**src/design/stbp_pkg.sv**
```systemverilog
package stbp_pkg;

    localparam int PROJ_WIDTH_DEF  = 1024;
    localparam int PROJ_HEIGHT_DEF = 1024;
    localparam int MAX_VOL_DIM_DEF = 1024;

    // widest store address over the whole parameter range (4096 x 4096)
    localparam int ADDR_W_MAX  = 24;
    localparam int QUEUE_DEPTH = 2;
    localparam int CFG_AW      = 5;

    localparam logic [31:0] ONE_Q16 = 32'h0001_0000;

    typedef enum logic [2:0] {
        REG_X_START,
        REG_X_STEP,
        REG_Y_START,
        REG_Y_ROW_STEP,
        REG_Y_SLICE_STEP,
        REG_VOL_NX,
        REG_VOL_NY,
        REG_VOL_NZ
    } reg_index_t;

    typedef enum logic {
        OP_LOAD  = 1'b0,
        OP_VOXEL = 1'b1
    } opcode_t;

    typedef struct packed {
        opcode_t            opcode;
        logic [19:0]        pixel_index;
        logic signed [31:0] sample;
    } item_t;

    typedef struct packed {
        logic signed [31:0] voxel_value;
        logic               inside_res;
        logic               last;
    } result_t;

    typedef struct packed {
        logic signed [31:0] x_start;
        logic signed [31:0] x_step;
        logic signed [31:0] y_start;
        logic signed [31:0] y_row_step;
        logic signed [31:0] y_slice_step;
        logic [10:0]        vol_nx;
        logic [10:0]        vol_ny;
        logic [10:0]        vol_nz;
    } cfg_t;

    // one classified operation between front and back
    typedef struct packed {
        logic                  is_load;
        logic [ADDR_W_MAX-1:0] addr;
        logic signed [31:0]    sample;
        logic [15:0]           frac_x;
        logic [15:0]           frac_y;
        logic                  in_image;
        logic                  last;
    } qent_t;

    typedef enum logic [1:0] {
        B_IDLE,
        B_RUN,
        B_DONE
    } back_state_t;

endpackage

```
**src/design/stbp_queue.sv**
```systemverilog
module stbp_queue (
    input  logic            clk,
    input  logic            rst_n,
    input  logic            push,
    input  stbp_pkg::qent_t push_ent,
    output logic            full,
    input  logic            pop,
    output logic            valid,
    output stbp_pkg::qent_t head
);

    import stbp_pkg::*;

    localparam int PW = (QUEUE_DEPTH > 1) ? $clog2(QUEUE_DEPTH) : 1;
    localparam int CNTW = $clog2(QUEUE_DEPTH + 1);

    qent_t           mem_reg [QUEUE_DEPTH];
    logic [PW-1:0]   wr_ptr_reg, wr_ptr_next;
    logic [PW-1:0]   rd_ptr_reg, rd_ptr_next;
    logic [CNTW-1:0] count_reg, count_next;

    assign full  = (count_reg == CNTW'(QUEUE_DEPTH));
    assign valid = (count_reg != '0);
    assign head  = mem_reg[rd_ptr_reg];

    always_comb
    begin
        wr_ptr_next = wr_ptr_reg;
        rd_ptr_next = rd_ptr_reg;
        count_next  = count_reg;
        if (push)
        begin
            wr_ptr_next = (wr_ptr_reg == PW'(QUEUE_DEPTH - 1)) ? '0 : wr_ptr_reg + 1'b1;
        end
        if (pop)
        begin
            rd_ptr_next = (rd_ptr_reg == PW'(QUEUE_DEPTH - 1)) ? '0 : rd_ptr_reg + 1'b1;
        end
        if (push && !pop)
        begin
            count_next = count_reg + 1'b1;
        end
        else if (pop && !push)
        begin
            count_next = count_reg - 1'b1;
        end
    end

    always_ff @(posedge clk or negedge rst_n)
    begin
        if (!rst_n)
        begin
            wr_ptr_reg <= '0;
            rd_ptr_reg <= '0;
            count_reg  <= '0;
        end
        else
        begin
            wr_ptr_reg <= wr_ptr_next;
            rd_ptr_reg <= rd_ptr_next;
            count_reg  <= count_next;
        end
    end

    always_ff @(posedge clk)
    begin
        if (push)
        begin
            mem_reg[wr_ptr_reg] <= push_ent;
        end
    end

`ifndef NO_ASSERTIONS
    a_no_overflow: assert property (@(posedge clk) disable iff (!rst_n) push |-> !full)
        else $error("queue push while full");
    a_no_underflow: assert property (@(posedge clk) disable iff (!rst_n) pop |-> valid)
        else $error("queue pop while empty");
    a_count_range: assert property (@(posedge clk) disable iff (!rst_n)
        count_reg <= CNTW'(QUEUE_DEPTH))
        else $error("queue count out of range");
    a_count_up: assert property (@(posedge clk) disable iff (!rst_n)
        (push && !pop) |=> count_reg == $past(count_reg) + 1'b1)
        else $error("queue count did not follow push");
`endif

endmodule

```
**config.mk**
```make
export PLATFORM = sky130hd
export DESIGN_NAME = stbp_queue
export DESIGN_NICKNAME = d
export VERILOG_FILES = /design/src/design/stbp_pkg.sv /design/src/design/stbp_queue.sv
export SDC_FILE = /design/constraint.sdc
export NUM_CORES = 1
export LEC_CHECK = 0
export BUFFER_PORTS_ARGS = -buffer_cell sky130_fd_sc_hd__buf_2
export CORE_MARGIN = 3
export CORE_UTILIZATION = 41
export DETAILED_ROUTE_END_ITERATION = 8
export GPL_TIMING_DRIVEN = 0
export PLACE_DENSITY = 0.65
export SLEW_MARGIN = 20
export SYNTH_ARGS = -nofsm -noshare
export SYNTH_HDL_FRONTEND = slang
export SYNTH_SLANG_ARGS = --single-unit
```
**constraint.sdc**
```tcl
create_clock -name clk -period 7.4 [get_ports clk]
set_clock_uncertainty 0.1 [all_clocks]
set_input_delay 1.48 -clock clk [delete_from_list [all_inputs] [get_ports clk]]
set_output_delay 1.48 -clock clk [all_outputs]
set_load 0.005 [all_outputs]
```
==> impl_metrics.toml, run 1 <==
[cts]
clock-sinks = 186
cts_max_level = 4
cts_made_buffers = 17
ctsHoldBuffers = 0
clkLatencyLatePin_ns = 0.41
ctsResizeCount = 0
clockBufferDepth = 2
clk_pin_slew_ns = 0.07
postCtsSetupRepairBufs = 0
cts_tree = "built"
root_buffer = "clkbuf_16"

[cells_and_area]
final_common_cell = "buf_2"
num_antenna_cells = 0
layout_common_cells = "buf_2, edfxtp_1, mux2_4"
area_growth_pct = 27.6
largest_reg_flops = 182
layout.cells.non_filler = 743
nets = 606
drive_gt1_share_pct = 62.3
finish.utilization_pct = 54.3

[timing]
setup_slack_ns = 4.17
final_hold_viol_count = 0
maxClockFrequency_mhz = 309
fin_crit_ns = 3.23
period_share_pct = 43.7
report.final.slew_viol_count = 0
fin_tns_setup_ns = 0
rsz0062_at_grt = "false"
tightest_slew_ns = 0.770
finalSetupViolations = 0
slew_headroom_pct = 48.6

[detailed_routing]
detail-route-antenna-nets = 0
post_drt_wl_per_cell_um = 16.5
postRouteWirelength_mm = 12.2
via_count = 3403
vias_per_cell = 4.58
drt-initial-drc-count = 96
drc_errors = 0
dr.pass1.iters = 4

[job]
cap_violations = 0

[global_routing]
grt_pass1_wl_mm = 19.4
antenna_found_initial = 2
first_global_vias = 3673
grt.overflow.total = 0
grt_max_degree = 47
grt_use_total_pct = 13.0

[setup_path]
crit_chain = "buf_6 -> buf_12 -> mux2_4 -> buf_2"
critPathMaxStageDelay_ns = 0.35
worst_path_max_delay_cell = "dfrtp_1"
r2r_cells = 3
cp_max_fo = 10
arrival_ns = 1.65
setup.worst_path.class = "register to output port"
worstSetupStartpointType = "register"
end_kind = "output port"
worstPathRequired_ns = 5.82

[logic_synthesis]
postSynthAreaPerCell_um2 = 23.9
postSynthCellCount = 299
ys_seq_elements = 186
syn_nets = 395
syn-cell-area_um2 = 7160
ys_warn_count = 0
synth_cell_types = 15
ys_seq_area_share_pct = 77.8

[place]
io_buffers = 187
gp_congestion = 0.686
dp_hpwl_mm = 8.72
placed_cells = 711
pre_cts_ws_ns = 4.21

[die]
die_area_um2 = 19100
die_w_um = 138
core_area_um2 = 16800
num_rows = 47
fp.dieH_um = 138
initial_utilization_pct = 42.5
pin_count = 188

[power_and_ir_drop]
vdd_ir_drop_max_mv = 0.179
power_density_nw_per_um2 = 384
cellLeakagePower_nw = 3.68
fin_total_pwr_mw = 3.51

[hold_path]
hold-path-cell-count = 1
hold_class = "register to register"

[status]
outcome = "completed"
[per-layer routing]
metal / track usage [%] / wire length (um) / vias to the layer above
li1: - / - / 1606
met1: 14.9 / 4800 / 1656
met2: 22.1 / 6300 / 121
met3: 5.42 / 951 / 16
met4: 4.52 / 151 / 4
met5: 0 / 21 / -
[per-stage QoR]
step                hold WS [ns]  area [um^2]
floorplan                  0.347         7160
detailed placement         0.386         8480
global placement           0.369         8370
global route               0.439         9130
CTS                        0.406         9130
finish                     0.407         9130
[critical path, delay by kind of cell (launching register included)]
kind,cells,cell delay [ns]
buf+inv,3,0.56
flops,1,0.35
mux,1,0.31
[Yosys cell counts (all sizes together)]
cell type,n,share of area (%)
edfxtp,182,76
mux2,91,19
buf,10,2.5
dfrtp,4,1.4
xor2,4,0.49
nor2b,2,0.17
and2,1,0.087
ha,1,0.17
inv,1,0.052
nor2,1,0.052
or2,1,0.087
xnor2,1,0.12
[final cells by class]
cell class,count,area (um^2)
clock inverter,14,216
timing repair buffer,192,1040
sequential,186,5570
buffer,10,176
fill,1362,7690
clock buffer,18,429
multi-input combinational,102,1420
tap,220,275
inverter,1,3.75
[cell families (layout without fill, tap and decap cells)]
family	after synthesis	after routing	share of synthesized area (%)
xor+xnor	5	5	0.612
simple gates	5	5	0.402
mux	91	91	18.5
flops	186	186	77.8
fa+ha+maj	1	1	0.175
buf+inv	11	235	2.52
[power by group]
| part | leakage [nW] | switching (mW) | internal, mW | total (mW) |
|---|---|---|---|---|
| logic | 1.62 | 0.461 | 0.622 | 1.08 |
| clock network | 0.305 | 0.371 | 0.602 | 0.974 |
| registers | 1.75 | 0.0517 | 1.40 | 1.45 |
[worst paths after layout]
check,startpoint,to,slack (ns)
worst max-delay path,rd_ptr_reg$_DFFE_PN0P_,head[27],4.17
worst min-delay path,count_reg[1]$_DFFE_PN0P_,count_reg[1]$_DFFE_PN0P_,0.41
worst max register to register,wr_ptr_reg$_DFFE_PN0P_,mem_reg[0][87]$_DFFE_PP_,5.46
worst min register to register,count_reg[1]$_DFFE_PN0P_,count_reg[1]$_DFFE_PN0P_,0.41
max in group asynchronous,rst_n,count_reg[0]$_DFFE_PN0P_,6.32
min in group asynchronous,rst_n,rd_ptr_reg$_DFFE_PN0P_,0.76
(Power assumes the default switching activity.)
==> inputs of run 2 (changes only) <==
clock period = 3 ns   (was 7.4 ns; I/O delays follow)
==> run 2 against run 1 <==
Total power increased by 140%. Global-route usage increased by 0.25 points. Clock power increased by 120%. Hold slack got worse by 0.14 ns. Core utilization decreased by 0.20 points. Die area unchanged. Critical path depth unchanged. Sequential share of layout area increased by 0.23 points. Flip-flop and latch count unchanged. Combinational power increased to 2.5 times the previous value. Largest power group unchanged. Register-to-register slack got worse by 4.3 ns. Clock-buffer cell count unchanged.
==> impl_metrics.toml, run 2 (synthesis gave the netlist of run 1 again) <==
[power_and_ir_drop]
cellLeakagePower_nw = 3.66
power_density_nw_per_um2 = 926
fin_total_pwr_mw = 8.42
vdd_ir_drop_max_mv = 0.505

[detailed_routing]
wl_met2_mm = 6.25
top_layer_used = "met4"
dr_wl_met3_um = 983
post_drt_wl_per_cell_um = 16.6
vias_per_cell = 4.60
detail-route-antenna-nets = 0
drt-initial-drc-count = 149
via_count = 3424
drc_errors = 0
wl_met1_mm = 4.86
dr.pass1.iters = 4
postRouteWirelength_mm = 12.4

[die]
die_area_um2 = 19100
core_area_um2 = 16800
initial_utilization_pct = 42.5
fp.dieH_um = 138
num_rows = 47
pin_count = 188
die_w_um = 138

[global_routing]
first_global_vias = 3765
grt_use_total_pct = 13.3
grt_max_degree = 52
grt_pass1_wl_mm = 19.7
grt.overflow.total = 0
antenna_found_initial = 1

[timing]
maxClockFrequency_mhz = 420
report.final.slew_viol_count = 0
fin_crit_ns = 2.38
slew_headroom_pct = 59.0
period_share_pct = 79.3
rsz0062_at_grt = "false"
tightest_slew_ns = 0.615
finalSetupViolations = 0
setup_slack_ns = 0.621
final_hold_viol_count = 0

[cells_and_area]
nets = 607
layout_common_cells = "buf_2, edfxtp_1, mux2_4"
drive_gt1_share_pct = 62.2
finalInstanceArea_um2 = 9090
area_growth_pct = 27.1
final_common_cell = "buf_2"
largest_reg_flops = 182

[place]
io_buffers = 187
pre_cts_ws_ns = 0.880
gp_congestion = 0.698
placed_cell_area_um2 = 8510
dp_hpwl_mm = 8.63

[cts]
ctsResizeCount = 0
clock-sinks = 186
clkLatencyLatePin_ns = 0.42
clockBufferDepth = 2
cts_tree = "built"
cts_max_level = 4
root_buffer = "clkbuf_16"
clk_pin_slew_ns = 0.06
cts_made_buffers = 17

[setup_path]
arrival_ns = 1.68
cp_max_fo = 10
r2r_cells = 2
end_kind = "output port"
worstPathRequired_ns = 2.30
setup.worst_path.class = "register to output port"
worstSetupStartpointType = "register"

[hold_path]
hold-path-cell-count = 1
hold_class = "input pin to register"

[status]
outcome = "completed"

[job]
cap_violations = 0
[run 2: changes by cell type in the layout (fill, tap and decap cells not counted), sizes merged]
cell         previous run  this run
diode                   0         1
clkinv                  2         6
dlygate4sd3             0         1
bufinv                  5         2
inv                     5         4
[run 2: final timing paths]
kind                                                 end                startpoint  slack [ns]
worst max-delay path                            head[26]    rd_ptr_reg$_DFFE_PN0P_        0.62
worst min-delay path            mem_reg[0][38]$_DFFE_PP_              push_ent[38]        0.26
worst max register to register  mem_reg[1][79]$_DFFE_PP_    wr_ptr_reg$_DFFE_PN0P_        1.21
worst min register to register  count_reg[1]$_DFFE_PN0P_  count_reg[1]$_DFFE_PN0P_        0.42
max in group asynchronous         rd_ptr_reg$_DFFE_PN0P_                     rst_n        2.26
min in group asynchronous       count_reg[1]$_DFFE_PN0P_                     rst_n        0.42
[run 2: layout make-up]
type | count | area (um^2)
Sequential cell | 186 | 5570
Fill cell | 1379 | 7720
Clock buffer | 18 | 429
Buffer | 10 | 176
Tap cell | 220 | 275
Clock inverter | 14 | 145
Timing Repair Buffer | 193 | 1080
Multi-Input combinational cell | 102 | 1420
Antenna cell | 1 | 2.50
Inverter | 1 | 3.75
[run 2: metal layers]
layer	GRT usage [%]	vias up
li1	-	1616
met1	14.7	1664
met2	22.2	128
met3	6.11	16
met4	5.46	0
met5	0	-
[run 2: per-stage QoR]
| step | cells | utilization (%) | setup TNS (ns) | hold WS (ns) |
|---|---|---|---|---|
| after floorplan | 299 | - | 0 | 0.204 |
| after global placement | 706 | 49.8 | -31.73 | 0.306 |
| after detailed placement | 711 | 50.6 | 0 | 0.313 |
| after CTS | 744 | 54.1 | 0 | 0.240 |
| after global routing | 745 | 54.1 | 0 | 0.235 |
| final | 745 | 54.1 | 0 | 0.264 |
[run 2: where the power goes]
part | internal (mW) | switching [mW]
sequential | 3.44 | 0.130
clock | 1.23 | 0.916
combinational | 1.56 | 1.15
total | 6.23 | 2.19
[run 2: timing repair]
action,CTS,global route
hold endpoints to repair,4,0
endpoints found under the setup margin,0,0
setup buffers,0,0
hold buffers,1,0
[run 2: critical path: stages (launching register included)]
cell     delay (ns)
dfrtp_1        0.36
buf_6          0.25
buf_12         0.20
mux2_4         0.31
buf_2          0.14
