==> config.mk <==
export PLATFORM = sky130hd
export DESIGN_NAME = stbp_front
export DESIGN_NICKNAME = d
export VERILOG_FILES = /design/src/design/stbp_pkg.sv /design/src/design/stbp_front.sv
export SDC_FILE = /design/constraint.sdc
export NUM_CORES = 1
export LEC_CHECK = 0
export BUFFER_PORTS_ARGS = -buffer_cell sky130_fd_sc_hd__buf_2
export CAP_MARGIN = 15
export CORE_MARGIN = 4
export CORE_UTILIZATION = 41
export CTS_CLUSTER_SIZE = 25
export DETAILED_ROUTE_END_ITERATION = 10
export SYNTH_ARGS = -nofsm -noshare
export SYNTH_HDL_FRONTEND = slang
export SYNTH_SLANG_ARGS = --single-unit
==> constraint.sdc <==
create_clock -name clk -period 6.5 [get_ports clk]
set_input_delay 0.975 -clock clk [delete_from_list [all_inputs] [get_ports clk]]
set_output_delay 0.975 -clock clk [all_outputs]
set_load 0.005 [all_outputs]
==> src/design/stbp_pkg.sv <==
package stbp_pkg;

    localparam int PROJ_WIDTH_DEF  = 1024;
    localparam int PROJ_HEIGHT_DEF = 1024;
    localparam int MAX_VOL_DIM_DEF = 1024;

    // widest store address over the whole parameter range (4096 x 4096)
    localparam int ADDR_W_MAX  = 24;
    localparam int QUEUE_DEPTH = 2;
    localparam int CFG_AW      = 5;

    localparam logic [31:0] ONE_Q16 = 32'h0001_0000;

    typedef enum logic [2:0] {
        REG_X_START,
        REG_X_STEP,
        REG_Y_START,
        REG_Y_ROW_STEP,
        REG_Y_SLICE_STEP,
        REG_VOL_NX,
        REG_VOL_NY,
        REG_VOL_NZ
    } reg_index_t;

    typedef enum logic {
        OP_LOAD  = 1'b0,
        OP_VOXEL = 1'b1
    } opcode_t;

    typedef struct packed {
        opcode_t            opcode;
        logic [19:0]        pixel_index;
        logic signed [31:0] sample;
    } item_t;

    typedef struct packed {
        logic signed [31:0] voxel_value;
        logic               inside_res;
        logic               last;
    } result_t;

    typedef struct packed {
        logic signed [31:0] x_start;
        logic signed [31:0] x_step;
        logic signed [31:0] y_start;
        logic signed [31:0] y_row_step;
        logic signed [31:0] y_slice_step;
        logic [10:0]        vol_nx;
        logic [10:0]        vol_ny;
        logic [10:0]        vol_nz;
    } cfg_t;

    // one classified operation between front and back
    typedef struct packed {
        logic                  is_load;
        logic [ADDR_W_MAX-1:0] addr;
        logic signed [31:0]    sample;
        logic [15:0]           frac_x;
        logic [15:0]           frac_y;
        logic                  in_image;
        logic                  last;
    } qent_t;

    typedef enum logic [1:0] {
        B_IDLE,
        B_RUN,
        B_DONE
    } back_state_t;

endpackage

==> src/design/stbp_front.sv <==
module stbp_front #(
    parameter int PROJ_WIDTH  = stbp_pkg::PROJ_WIDTH_DEF,
    parameter int PROJ_HEIGHT = stbp_pkg::PROJ_HEIGHT_DEF,
    parameter int MAX_VOL_DIM = stbp_pkg::MAX_VOL_DIM_DEF
) (
    input  logic            clk,
    input  logic            rst_n,
    input  stbp_pkg::cfg_t  cfg,
    input  logic            item_valid,
    output logic            item_stall,
    input  stbp_pkg::item_t item,
    output logic            push,
    output stbp_pkg::qent_t push_ent,
    input  logic            q_full
);

    import stbp_pkg::*;

    localparam int CW = (MAX_VOL_DIM > 1) ? $clog2(MAX_VOL_DIM) : 1;
    localparam int NW = $clog2(MAX_VOL_DIM + 1) + 1;
    localparam int STORE_SIZE = PROJ_WIDTH * PROJ_HEIGHT;
    localparam logic signed [31:0] COL_LIM = 32'((PROJ_WIDTH - 1) * 65536);
    localparam logic signed [31:0] ROW_LIM = 32'((PROJ_HEIGHT - 1) * 65536);

    logic [CW-1:0]      col_cnt_reg, col_cnt_next;
    logic [CW-1:0]      row_cnt_reg, row_cnt_next;
    logic [CW-1:0]      slice_cnt_reg, slice_cnt_next;
    logic signed [31:0] col_coord_reg, col_coord_next;
    logic signed [31:0] row_coord_reg, row_coord_next;
    logic signed [31:0] slice_coord_reg, slice_coord_next;

    logic               accept;
    logic               at_origin;
    logic signed [31:0] cur_c, cur_r, cur_s;
    logic               in_image;
    logic [31:0]        pix_addr;
    logic               load_ok;
    logic               last;
    logic [NW-1:0]      nx, ny, nz;
    logic [NW-1:0]      col_p1, row_p1, slice_p1;

    // zero counts as one, anything above the maximum clamps to it
    function automatic logic [NW-1:0] eff_dim(input logic [10:0] n);
        logic [31:0] n32;
        n32 = 32'(n);
        if (n32 == 32'd0)
        begin
            return NW'(1);
        end
        else if (n32 > 32'(MAX_VOL_DIM))
        begin
            return NW'(MAX_VOL_DIM);
        end
        return NW'(n32);
    endfunction

    assign accept     = item_valid && !q_full;
    assign item_stall = q_full;

    assign nx = eff_dim(cfg.vol_nx);
    assign ny = eff_dim(cfg.vol_ny);
    assign nz = eff_dim(cfg.vol_nz);

    assign at_origin = (col_cnt_reg == '0) && (row_cnt_reg == '0) && (slice_cnt_reg == '0);
    assign cur_c = at_origin ? cfg.x_start : col_coord_reg;
    assign cur_r = at_origin ? cfg.y_start : row_coord_reg;
    assign cur_s = at_origin ? cfg.y_start : slice_coord_reg;

    assign in_image = (cur_c > 32'sd0) && (cur_c < COL_LIM) &&
                      (cur_r > 32'sd0) && (cur_r < ROW_LIM);

    assign pix_addr = 32'(cur_r[31:16]) * 32'(PROJ_WIDTH) + 32'(cur_c[31:16]);
    assign load_ok  = 32'(item.pixel_index) < 32'(STORE_SIZE);

    assign col_p1   = NW'(col_cnt_reg) + NW'(1);
    assign row_p1   = NW'(row_cnt_reg) + NW'(1);
    assign slice_p1 = NW'(slice_cnt_reg) + NW'(1);

    always_comb
    begin
        col_cnt_next     = col_cnt_reg;
        row_cnt_next     = row_cnt_reg;
        slice_cnt_next   = slice_cnt_reg;
        col_coord_next   = col_coord_reg;
        row_coord_next   = row_coord_reg;
        slice_coord_next = slice_coord_reg;
        last             = 1'b0;
        if (accept && item.opcode == OP_VOXEL)
        begin
            row_coord_next   = cur_r;
            slice_coord_next = cur_s;
            if (col_p1 < nx)
            begin
                col_cnt_next   = CW'(col_p1);
                col_coord_next = cur_c + cfg.x_step;
            end
            else
            begin
                col_cnt_next   = '0;
                col_coord_next = cfg.x_start;
                if (row_p1 < ny)
                begin
                    row_cnt_next   = CW'(row_p1);
                    row_coord_next = cur_r + cfg.y_row_step;
                end
                else
                begin
                    row_cnt_next = '0;
                    if (slice_p1 < nz)
                    begin
                        slice_cnt_next   = CW'(slice_p1);
                        slice_coord_next = cur_s + cfg.y_slice_step;
                        row_coord_next   = cur_s + cfg.y_slice_step;
                    end
                    else
                    begin
                        slice_cnt_next = '0;
                        last           = 1'b1;
                    end
                end
            end
        end
    end

    always_comb
    begin
        push_ent.is_load  = (item.opcode == OP_LOAD);
        push_ent.addr     = (item.opcode == OP_LOAD) ? ADDR_W_MAX'(item.pixel_index)
                                                     : ADDR_W_MAX'(pix_addr);
        push_ent.sample   = item.sample;
        push_ent.frac_x   = cur_c[15:0];
        push_ent.frac_y   = cur_r[15:0];
        push_ent.in_image = in_image;
        push_ent.last     = last;
    end

    // out-of-range loads are dropped here
    assign push = accept && ((item.opcode == OP_VOXEL) || load_ok);

    always_ff @(posedge clk or negedge rst_n)
    begin
        if (!rst_n)
        begin
            col_cnt_reg     <= '0;
            row_cnt_reg     <= '0;
            slice_cnt_reg   <= '0;
            col_coord_reg   <= '0;
            row_coord_reg   <= '0;
            slice_coord_reg <= '0;
        end
        else
        begin
            col_cnt_reg     <= col_cnt_next;
            row_cnt_reg     <= row_cnt_next;
            slice_cnt_reg   <= slice_cnt_next;
            col_coord_reg   <= col_coord_next;
            row_coord_reg   <= row_coord_next;
            slice_coord_reg <= slice_coord_next;
        end
    end

endmodule

==> metrics.txt, run 1 <==
Fin. Hold Viols=0; Sw Pwr=4.833 mW; P_int=4.620 mW; share of layout cells above drive strength 1=17.21%; setup repair bufs after CTS=0; Reg power frac=13.8%; Routed WL per cell=19.65 um; Hold WS=484.5 ps; Least-Margin Pin Slew=1141 ps; vias in the first global route=13,850; DRC Markers=0; ys async rst share=100.0%; sequential fraction of the synthesis area=22.56%; status=complete, no violations; root buffer cell=clkbuf_16; first-pass GRT wire length=77,160 um; Vias/cell=5.730; CP Max Fanout=51; crit path time final=5961 ps; Pwr Total=9.453 mW; P_leak=8.001 nW; biggest area consumer among synthesized cells=dfrtp_1; IO Port Bufs=278; share of the synthesized area in the top cell type=22.56%; Worst-Skew Late Latency=420 ps; crit path cell chain=or4_4 -> or4_4 -> mux2i_1 -> inv_1 -> ha_1 -> a21o_1 -> a21oi_1 -> o21bai_1 -> a21oi_1 -> inv_1 -> a21oi_1 -> nor4_1 -> nand3_1 -> xnor2_1 -> and2_1 -> buf_2; delay-heaviest family, CP=simple AND/OR/NAND/NOR gates; Hold WC Path Type=reg2reg; VDD IR max=0.3045 mV; cells after synthesis=1,904; Final HPWL DP=39,010 um; WP buf/inv=3; Routed Antenna Nets=0; Largest stage delay, worst path=860 ps; RSZ-0062 raised after global routing=no; drt initial violations=1,234; Final Cycle Share=91.71%; Worst EP required=5520 ps; CP endpoint kind=primary output; most frequent cells in the layout=nand2_1 (414), buf_2 (277), a21oi_1 (147), nor2_1 (144), ha_1 (138); clock share of power=11.0%; Clock transition at path regs=60 ps; Synth Flop Type=dfrtp_1; number of synthesized flops with an enable pin=0; Area growth syn-to-layout=15.40%; Chip Height=192.6 um; Post-Synthesis Cell Area=0.01398 mm^2; via count=14,730; die area=0.03711 mm^2; Starting Density=41.58%; Die Wd=192.6 um; CP max-delay cell=or4_4; Final setup violation count=0; CTS H-tree depth=4; DRT Pass-1 Iters=5; IO Pins=343; filler cell count=3,403; hold buffer count at CTS=0; Final Max Tran Viols=0; sw frac=51.13%; Critical Path Most Common Cell=a21oi_1; critical path arrival=4990 ps; Placeable Area=0.03362 mm^2; Worst Skew=15.15 ps; largest cells by area after synthesis=dfrtp_1 (23%), ha_1 (12%), nand2_1 (11%); PwrDens=586.0 mW/mm^2; Layout Nets=2,500; Synth Register Bits=126; TNS Setup=0 ps; final core area utilization=47.99%; top achievable clock speed=0.1677 GHz; largest net degree at the start of global routing=95; CTS buffer count=17; CTS resizes=0; WS Path Type=reg2out; initial antenna violation count=3; synth unique cells=77; WL final=50,530 um; CTS tree=built; Yosys warnings=0; CTS Buffer Depth=2; Max-slew headroom=23.63%; post-synthesis area per instance=7.342 um^2; post-route cell area=0.01613 mm^2; CP Launch Type=register; instance area after placement=0.01548 mm^2; combinational fraction of design power=75.3%; Max-Cap Viols=0; routability congestion estimate=0.9300; gr usage total=26.32%; commonest non-fill, non-tap cell in the layout=nand2_1; CTS sink cnt=126; # rows=67; grt total ovfl=0; Mapped Nets=2,296
==> final cells by class <==
cell class | count | area (um^2) | share of cell area, %
multi-input combinational | 1605 | 10000 | 61.99
sequential | 126 | 3153 | 19.55
timing repair buffer | 297 | 1569 | 9.726
tap | 448 | 560.5 | 3.475
clock buffer | 21 | 450.4 | 2.792
inverter | 61 | 229.0 | 1.419
clock inverter | 11 | 163.9 | 1.016
antenna | 2 | 5.005 | 0.03102
==> synth_stat cells, types with 18 or more instances <==
cell type and instances:
a21o_1 60, a21oi_1 147, a31oi_1 27, and3_1 29, buf_4 35, clkbuf_1 53, dfrtp_1 126, ha_1 138
inv_1 56, nand2_1 415, nand2b_1 20, nand3_1 56, nand4_1 18, nor2_1 144, nor3_1 28, nor4_1 34
o21ai_0 129, xnor2_1 81, xor2_1 34
==> per-stage QoR <==
step / worst slack (ps) / std cells
2_1_floorplan: 1485 / 1904
3_3_place_gp: 1104 / 2536
3_5_place_dp: 1023 / 2536
4_1_cts: 613.6 / 2568
5_1_grt: 285.2 / 2570
6_report: 538.7 / 2571
==> kinds of logic (layout without fill, tap and decap cells) <==
logic type,count (synthesis),in the layout,share of synthesized area (%)
AOI/OAI and AO/OA,527,527,23.99
buffers and inverters,173,390,5.979
and+or+nand+nor,798,798,25.53
DFF,126,126,22.56
adders and majority gates,142,142,12.93
muxes,23,23,1.817
xor gates and xnor gates,115,115,7.206
other,0,2,0
==> worst paths after layout <==
| path | startpoint | end | slack [ps] | depth (start not counted) |
|---|---|---|---|---|
| setup / recovery | col_cnt_reg[4] | push_ent[89] | 540 | 16 |
| hold / removal | col_coord_reg[13] | col_coord_reg[13] | 480 | 2 |
| setup reg to reg | col_cnt_reg[4] | col_coord_reg[31] | 940 | 16 |
| hold reg to reg | col_coord_reg[13] | col_coord_reg[13] | 480 | 2 |
| max in group asynchronous | rst_n | col_cnt_reg[5] | 4610 | 3 |
| min in group asynchronous | rst_n | slice_coord_reg[15] | 500 | 1 |
==> layer usage <==
layer  routed length (um)  track usage, %  up-vias  share of wire, %
met2                23450           42.44      549                46
met1                22790           37.12     6958                45
met3                 3303           3.672       55               6.5
met5                   12               0        -             0.024
li1                     -               -     7169                 -
met4                  970           6.747        2               1.9
==> worst reg2reg max path, cell delays in order (launching register included) <==
cell and delay (ps):
dfrtp_1 430, or4_4 580, or4_4 860, buf_4 410
nand2_1 140, nand2_1 70, ha_1 340, and3_1 200
a221oi_1 520, o21ai_0 350, and3_1 310, o31ai_1 340
a21oi_1 200, a31oi_1 290, o21ai_0 160, mux2i_1 160
nand3_1 80
==> power by group through the flow <==
stage                     combinational, mW  clock, mW  sequential [mW]
final                                  7.12       1.04             1.30
after global routing                   7.89       1.09             1.34
after CTS                              7.04       1.05             1.29
after detailed placement               6.99          0             1.30
after global placement                 6.94          0             1.30
after floorplan                        5.24          0             1.23
Power figures use the tool's default switching activity.
==> run 2: changes to the inputs <==
RECOVER_POWER = 25   (was not set)
==> metrics.txt, run 2 (synthesis gave the netlist of run 1 again) <==
status=finished, violations left; failing checks=capacitance limit, slew limit; CTS H-tree depth=4 (unchanged); top achievable clock speed=0.1678 GHz (about the same); Worst Skew=13.71 ps (-1.439 ps); cell depth of the worst hold path=2 (unchanged); area taken by multi-input logic gates=0.01000 mm^2 (unchanged); CP endpoint kind=primary output; share of layout cells above drive strength 1=17.11% (-0.094 points); most frequent cells in the layout=nand2_1 (414), buf_2 (277), a21oi_1 (147), nor2_1 (144), ha_1 (138); initial antenna violation count=3 (unchanged); Layout Nets=2,500 (unchanged); CP Launch Type=register; DRT Pass-1 Iters=7 (+2); CTS resizes=0 (unchanged); IO Pins=343 (unchanged); first-pass GRT wire length=77,160 um (unchanged); root buffer cell=clkbuf_16; Register-to-Register Setup Slack=940 ps (about the same); Chip Height=192.6 um (unchanged); Max-slew headroom=-108.7% (-130 points); commonest non-fill, non-tap cell in the layout=nand2_1; Final setup violation count=0 (unchanged); Vias/cell=5.725 (-0.10%); Clock transition at path regs=60 ps (about the same); highest routed metal layer=met5; Routed WL per cell=19.66 um (about the same); Worst EP required=5520 ps (about the same); Fin. Hold Viols=0 (unchanged); RSZ-0062 raised after global routing=no; met2 WL=23,470 um (about the same); # rows=67 (unchanged); Least-Margin Pin Slew=3130 ps (+1988 ps); Hold WS=484.5 ps (+0.003000 ps); P_leak=7.986 nW (-0.19%); DRC Markers=0 (unchanged); CTS Buffer Depth=2 (unchanged); metal3 WL=3339 um (+1.1%); WS Path Type=reg2out; via count=14,720 (-0.10%); TNS Setup=0 ps (unchanged); Die Wd=192.6 um (unchanged); CTS buffer count=17 (unchanged); Area growth syn-to-layout=15.21%; routability congestion estimate=0.9300 (unchanged); hold buffer count at CTS=0 (unchanged); die area=0.03711 mm^2 (unchanged); CTS sink cnt=126 (unchanged); IO Port Bufs=278 (unchanged); vias in the first global route=13,850 (unchanged); cells on worst reg2reg path=16 (unchanged); WL met1=22,730 um (-0.25%); drt initial violations=1,234 (unchanged); CP Max Fanout=51 (unchanged); largest net degree at the start of global routing=95 (unchanged); filler cell count=3,409 (+0.18%); Routed Antenna Nets=0 (unchanged); WL final=50,540 um (about the same); Max-Cap Viols=2 (+2); Placeable Area=0.03362 mm^2 (unchanged); CTS tree=built; Final HPWL DP=39,010 um (unchanged); setup repair bufs after CTS=0 (unchanged); grt total ovfl=0 (unchanged); VDD IR max=0.3048 mV (about the same); PwrDens=586.8 mW/mm^2 (+0.13%); Worst-Skew Late Latency=420 ps (about the same); Final Cycle Share=91.69% (about the same); Final Max Tran Viols=83 (+83); critical path arrival=4990 ps (about the same); Hold WC Path Type=reg2reg; gr usage total=26.32% (unchanged); Starting Density=41.58% (unchanged); Register Area=0.003153 mm^2 (unchanged); crit path time final=5960 ps (-1.259 ps)
[run 2: changes by cell type in the layout (fill, tap and decap cells not counted)]
| cell | previous run | this run |
|---|---|---|
| buf_4 | 18 | 17 |
| buf_16 | 1 | 0 |
| clkbuf_1 | 3 | 5 |
[run 2: where the power goes]
part | internal (mW) | total (mW) | leakage (nW) | switching (mW)
Combinational | 2.90 | 7.11 | 6.15 | 4.22
Sequential | 1.07 | 1.30 | 1.54 | 0.231
Clock | 0.651 | 1.04 | 0.297 | 0.384
[run 2: final cells by class]
cell class / instances / share of cell area, %
Antenna cell: 2 / 0.03108
Clock buffer: 21 / 2.797
Clock inverter: 11 / 1.018
Inverter: 61 / 1.422
Multi-Input combinational cell: 1605 / 62.10
Sequential cell: 126 / 19.58
Tap cell: 448 / 3.481
Timing Repair Buffer: 297 / 9.572
[run 2: critical path, stage by stage, from the launching register on]
cell,delay [ps]
dfrtp_1,430
or4_4,580
or4_4,860
mux2i_1,300
inv_1,180
ha_1,330
a21o_1,180
a21oi_1,230
o21bai_1,90
a21oi_1,260
inv_1,70
a21oi_1,250
nor4_1,130
nand3_1,160
xnor2_1,120
and2_1,200
buf_2,140
[run 2: worst paths after layout]
kind                              startpoint                   to
setup / recovery              col_cnt_reg[4]         push_ent[89]
hold / removal             col_coord_reg[13]    col_coord_reg[13]
setup reg to reg              col_cnt_reg[4]    col_coord_reg[31]
hold reg to reg            col_coord_reg[13]    col_coord_reg[13]
max in group asynchronous              rst_n       col_cnt_reg[5]
min in group asynchronous              rst_n  slice_coord_reg[15]
[run 2: routing by layer]
metal / vias up / GRT usage [%]
met5: - / 0
li1: 7166 / -
met1: 6945 / 37.12
met3: 60 / 3.672
met2: 545 / 42.44
met4: 2 / 6.747
[run 2: metrics by stage]
stage / cells / util [%] / setup slack (ps) / total power, mW / area [um^2]
finish: 2571 / 47.91 / 540.0 / 9.449 / 16100
global route: 2570 / 47.90 / 285.2 / 10.32 / 16100
detailed placement: 2536 / 46.06 / 1023 / 8.289 / 15480
floorplan: 1904 / - / 1485 / 6.473 / 13980
CTS: 2568 / 47.89 / 613.6 / 9.382 / 16100
global placement: 2536 / 46.06 / 1104 / 8.245 / 15480
==> run 3: changes to the inputs <==
ABC_AREA = 1   (was not set)
==> metrics.txt, run 3 <==
status=finished, violations left; failing checks=capacitance limit, slew limit; IO Port Bufs=278 (unchanged); Chip Height=205.0 um (+6.4%); ys async rst share=100.0% (unchanged); Worst-Skew Late Latency=450 ps (+30 ps); delay-heaviest family, CP=buffers and inverters; FF-to-FF End=row_coord_reg[19]; Placeable Area=0.03793 mm^2 (+13%); Final setup violation count=0 (unchanged); Synth Flop Type=dfrtp_1; initial antenna violation count=4 (+1); CP Max Fanout=37 (-27%); hold buffer count at CTS=0 (unchanged); gr usage total=29.98% (+3.7 points); Fin. Hold Viols=0 (unchanged); crit path time final=5377 ps (-583.4 ps); CTS Buffer Depth=2 (unchanged); Critical Path Most Common Cell=nand2_1; post-synthesis area per instance=6.074 um^2 (-17%); first-pass GRT wire length=97,520 um (+26%); Mapped Nets=3,011 (+31%); Max-slew headroom=-93.27% (+15 points); WL final=64,910 um (+28%); share of layout cells above drive strength 1=13.52% (-3.6 points); Synth Register Bits=126 (unchanged); number of synthesized flops with an enable pin=0 (unchanged); setup repair bufs after CTS=0 (unchanged); Worst Skew=15.42 ps (+1.709 ps); TNS Setup=0 ps (unchanged); routability congestion estimate=0.9363 (+0.68%); Final Max Tran Viols=131 (+58%); cells after synthesis=2,619 (+38%); cells on worst reg2reg path=22 (+6); Yosys warnings=0 (unchanged); Vias/cell=5.375 (-6.1%); Worst EP required=5520 ps (about the same); share of the synthesized area in the top cell type=19.82% (-2.7 points); CP endpoint kind=primary output; CTS tree=built; CP max-delay cell=buf_4; via count=17,990 (+22%); CTS H-tree depth=4 (unchanged); Placed Instances=3,312 (+31%); Synth top cells by count=nand2_1 (687), inv_1 (334), nor2_1 (332); CP Launch Type=register; Routed Antenna Nets=0 (unchanged); largest cells by area after synthesis=dfrtp_1 (20%), nand2_1 (16%), ha_1 (11%); Die Wd=205.0 um (+6.4%); Clock transition at path regs=60 ps (about the same); Layout Nets=3,212 (+28%); root buffer cell=clkbuf_16; cell depth of the worst hold path=2 (unchanged); commonest non-fill, non-tap cell in the layout=nand2_1; Reg2Reg Launch Point=slice_cnt_reg[0]; most frequent cells in the layout=nand2_1 (686), inv_1 (333), nor2_1 (332), buf_2 (277), nand3_1 (177); RSZ-0062 raised after global routing=no; die area=0.04201 mm^2 (+13%); critical path arrival=4400 ps (-590 ps); CTS resizes=0 (unchanged); Starting Density=41.94% (+0.35 points); IO Pins=343 (unchanged); post-route cell area=0.01798 mm^2 (+12%); grt total ovfl=0 (unchanged); CTS buffer count=17 (unchanged); Worst Hold Path EP=col_coord_reg[21]; non-filler instance count after layout=3,347 (+30%); Area growth syn-to-layout=13.02%; Final HPWL DP=53,080 um (+36%); instance area after placement=0.01741 mm^2 (+12%); PwrDens=453.8 mW/mm^2 (-23%); top achievable clock speed=0.1860 GHz (+11%); WP buf/inv=6 (+3); Post-Synthesis Cell Area=0.01591 mm^2 (+14%); P_leak=9.729 nW (+22%); synth unique cells=48 (-38%); drt initial violations=1,537 (+25%); # rows=71 (+6.0%); Largest stage delay, worst path=450 ps (-410 ps); Register-to-Register Setup Slack=1620 ps (+680 ps); HP Start=col_coord_reg[21]; vias in the first global route=17,360 (+25%); crit path cell chain=inv_1 -> ha_1 -> nand2_1 -> nor3_1 -> nand2_1 -> nor2_4 -> inv_2 -> buf_4 -> nand2_1 -> o21ai_0 -> inv_1 -> ha_1 -> fa_1 -> nand3_1 -> nand2_1 -> nand2_1 -> inv_1 -> o21a_1 -> nor2_1 -> nor2_2 -> nand4_1 -> o21ai_1 -> a21oi_1 -> buf_2; DRC Markers=0 (unchanged); VDD IR max=0.1710 mV (-44%); Routed WL per cell=19.39 um (-1.3%); Least-Margin Pin Slew=2899 ps (-230.7 ps); WS Path Type=reg2out; largest net degree at the start of global routing=111 (+17%); Hold WC Path Type=reg2reg; CTS sink cnt=126 (unchanged); Pwr Total=8.158 mW (-14%); biggest area consumer among synthesized cells=dfrtp_1; sequential fraction of the synthesis area=19.82% (-2.7 points); Final Cycle Share=82.72% (-9.0 points); DRT Pass-1 Iters=6 (-1); top-count cell post-synth=nand2_1; Max-Cap Viols=3 (+1); final core area utilization=47.40% (-0.51 points)
## run 3: metrics by stage
step / hold WS, ps / worst slack (ps)
floorplan: 441.4 / 2391
global placement: 457.3 / 1566
detailed placement: 460.0 / 1574
CTS: 476.6 / 1102
global route: 495.7 / 485.8
finish: 474.4 / 1123
## run 3: kinds of logic (layout without fill, tap and decap cells)
logic type,Yosys count,count (layout),share of synthesized area [%]
compound gates,467,467,16.45
xor+xnor,90,90,4.955
fa+ha+maj,142,142,11.36
buf+inv,450,664,12.11
flops,126,126,19.82
other cells,0,3,0
simple gates,1344,1344,35.30
## run 3: layout make-up
class	instances	area (um^2)
flip-flops and latches	126	3153
repair buffers	292	1500
well taps	511	639.4
multi-input cells	2043	10830
diodes	3	7.507
fillers	4170	19950
inverters	340	1279
clock buffers	21	460.4
clock inverters	11	108.9
## run 3: worst reg2reg max path, stage by stage, from the launching register on
cell and delay, ps:
dfrtp_1 410, inv_1 120, ha_1 160, nand2_1 60, nor3_1 150, nand2_1 130, nor2_4 200, inv_2 170
buf_4 280, o21ai_0 820, inv_1 230, ha_1 340, nand2_1 50, o21ai_1 180, inv_1 100, o21ai_1 270
a21oi_1 210, o21bai_1 340, xor2_1 240, nand2_1 120, nand2_1 130, nor2_1 40, nor2_1 80
## run 3: worst max path at each step
stage / from / to / slack (ps) / depth (start not counted)
2_1_floorplan: slice_cnt_reg[0] / push_ent[84] / 2390 / 21
4_1_cts: row_cnt_reg[0] / push_ent[88] / 1100 / 24
3_5_place_dp: row_cnt_reg[0] / row_coord_reg[27] / 1570 / 23
6_report: row_cnt_reg[0] / push_ent[88] / 1120 / 24
5_1_grt: rst_n / row_coord_reg[0] / 490 / 2
3_3_place_gp: row_cnt_reg[0] / row_coord_reg[17] / 1570 / 23
## run 3: routing by layer
layer  share of wire (%)  GRT usage [%]
met5               0.046              0
met1                  42          38.12
met2                  48          51.39
met3                 7.0          5.382
met4                 3.1          10.19
## run 3: report_power, final
part | internal (mW) | leakage, nW | switching [mW]
combinational | 2.01 | 7.95 | 3.87
sequential | 1.12 | 1.50 | 0.189
clock | 0.550 | 0.278 | 0.413
total | 3.69 | 9.73 | 4.47
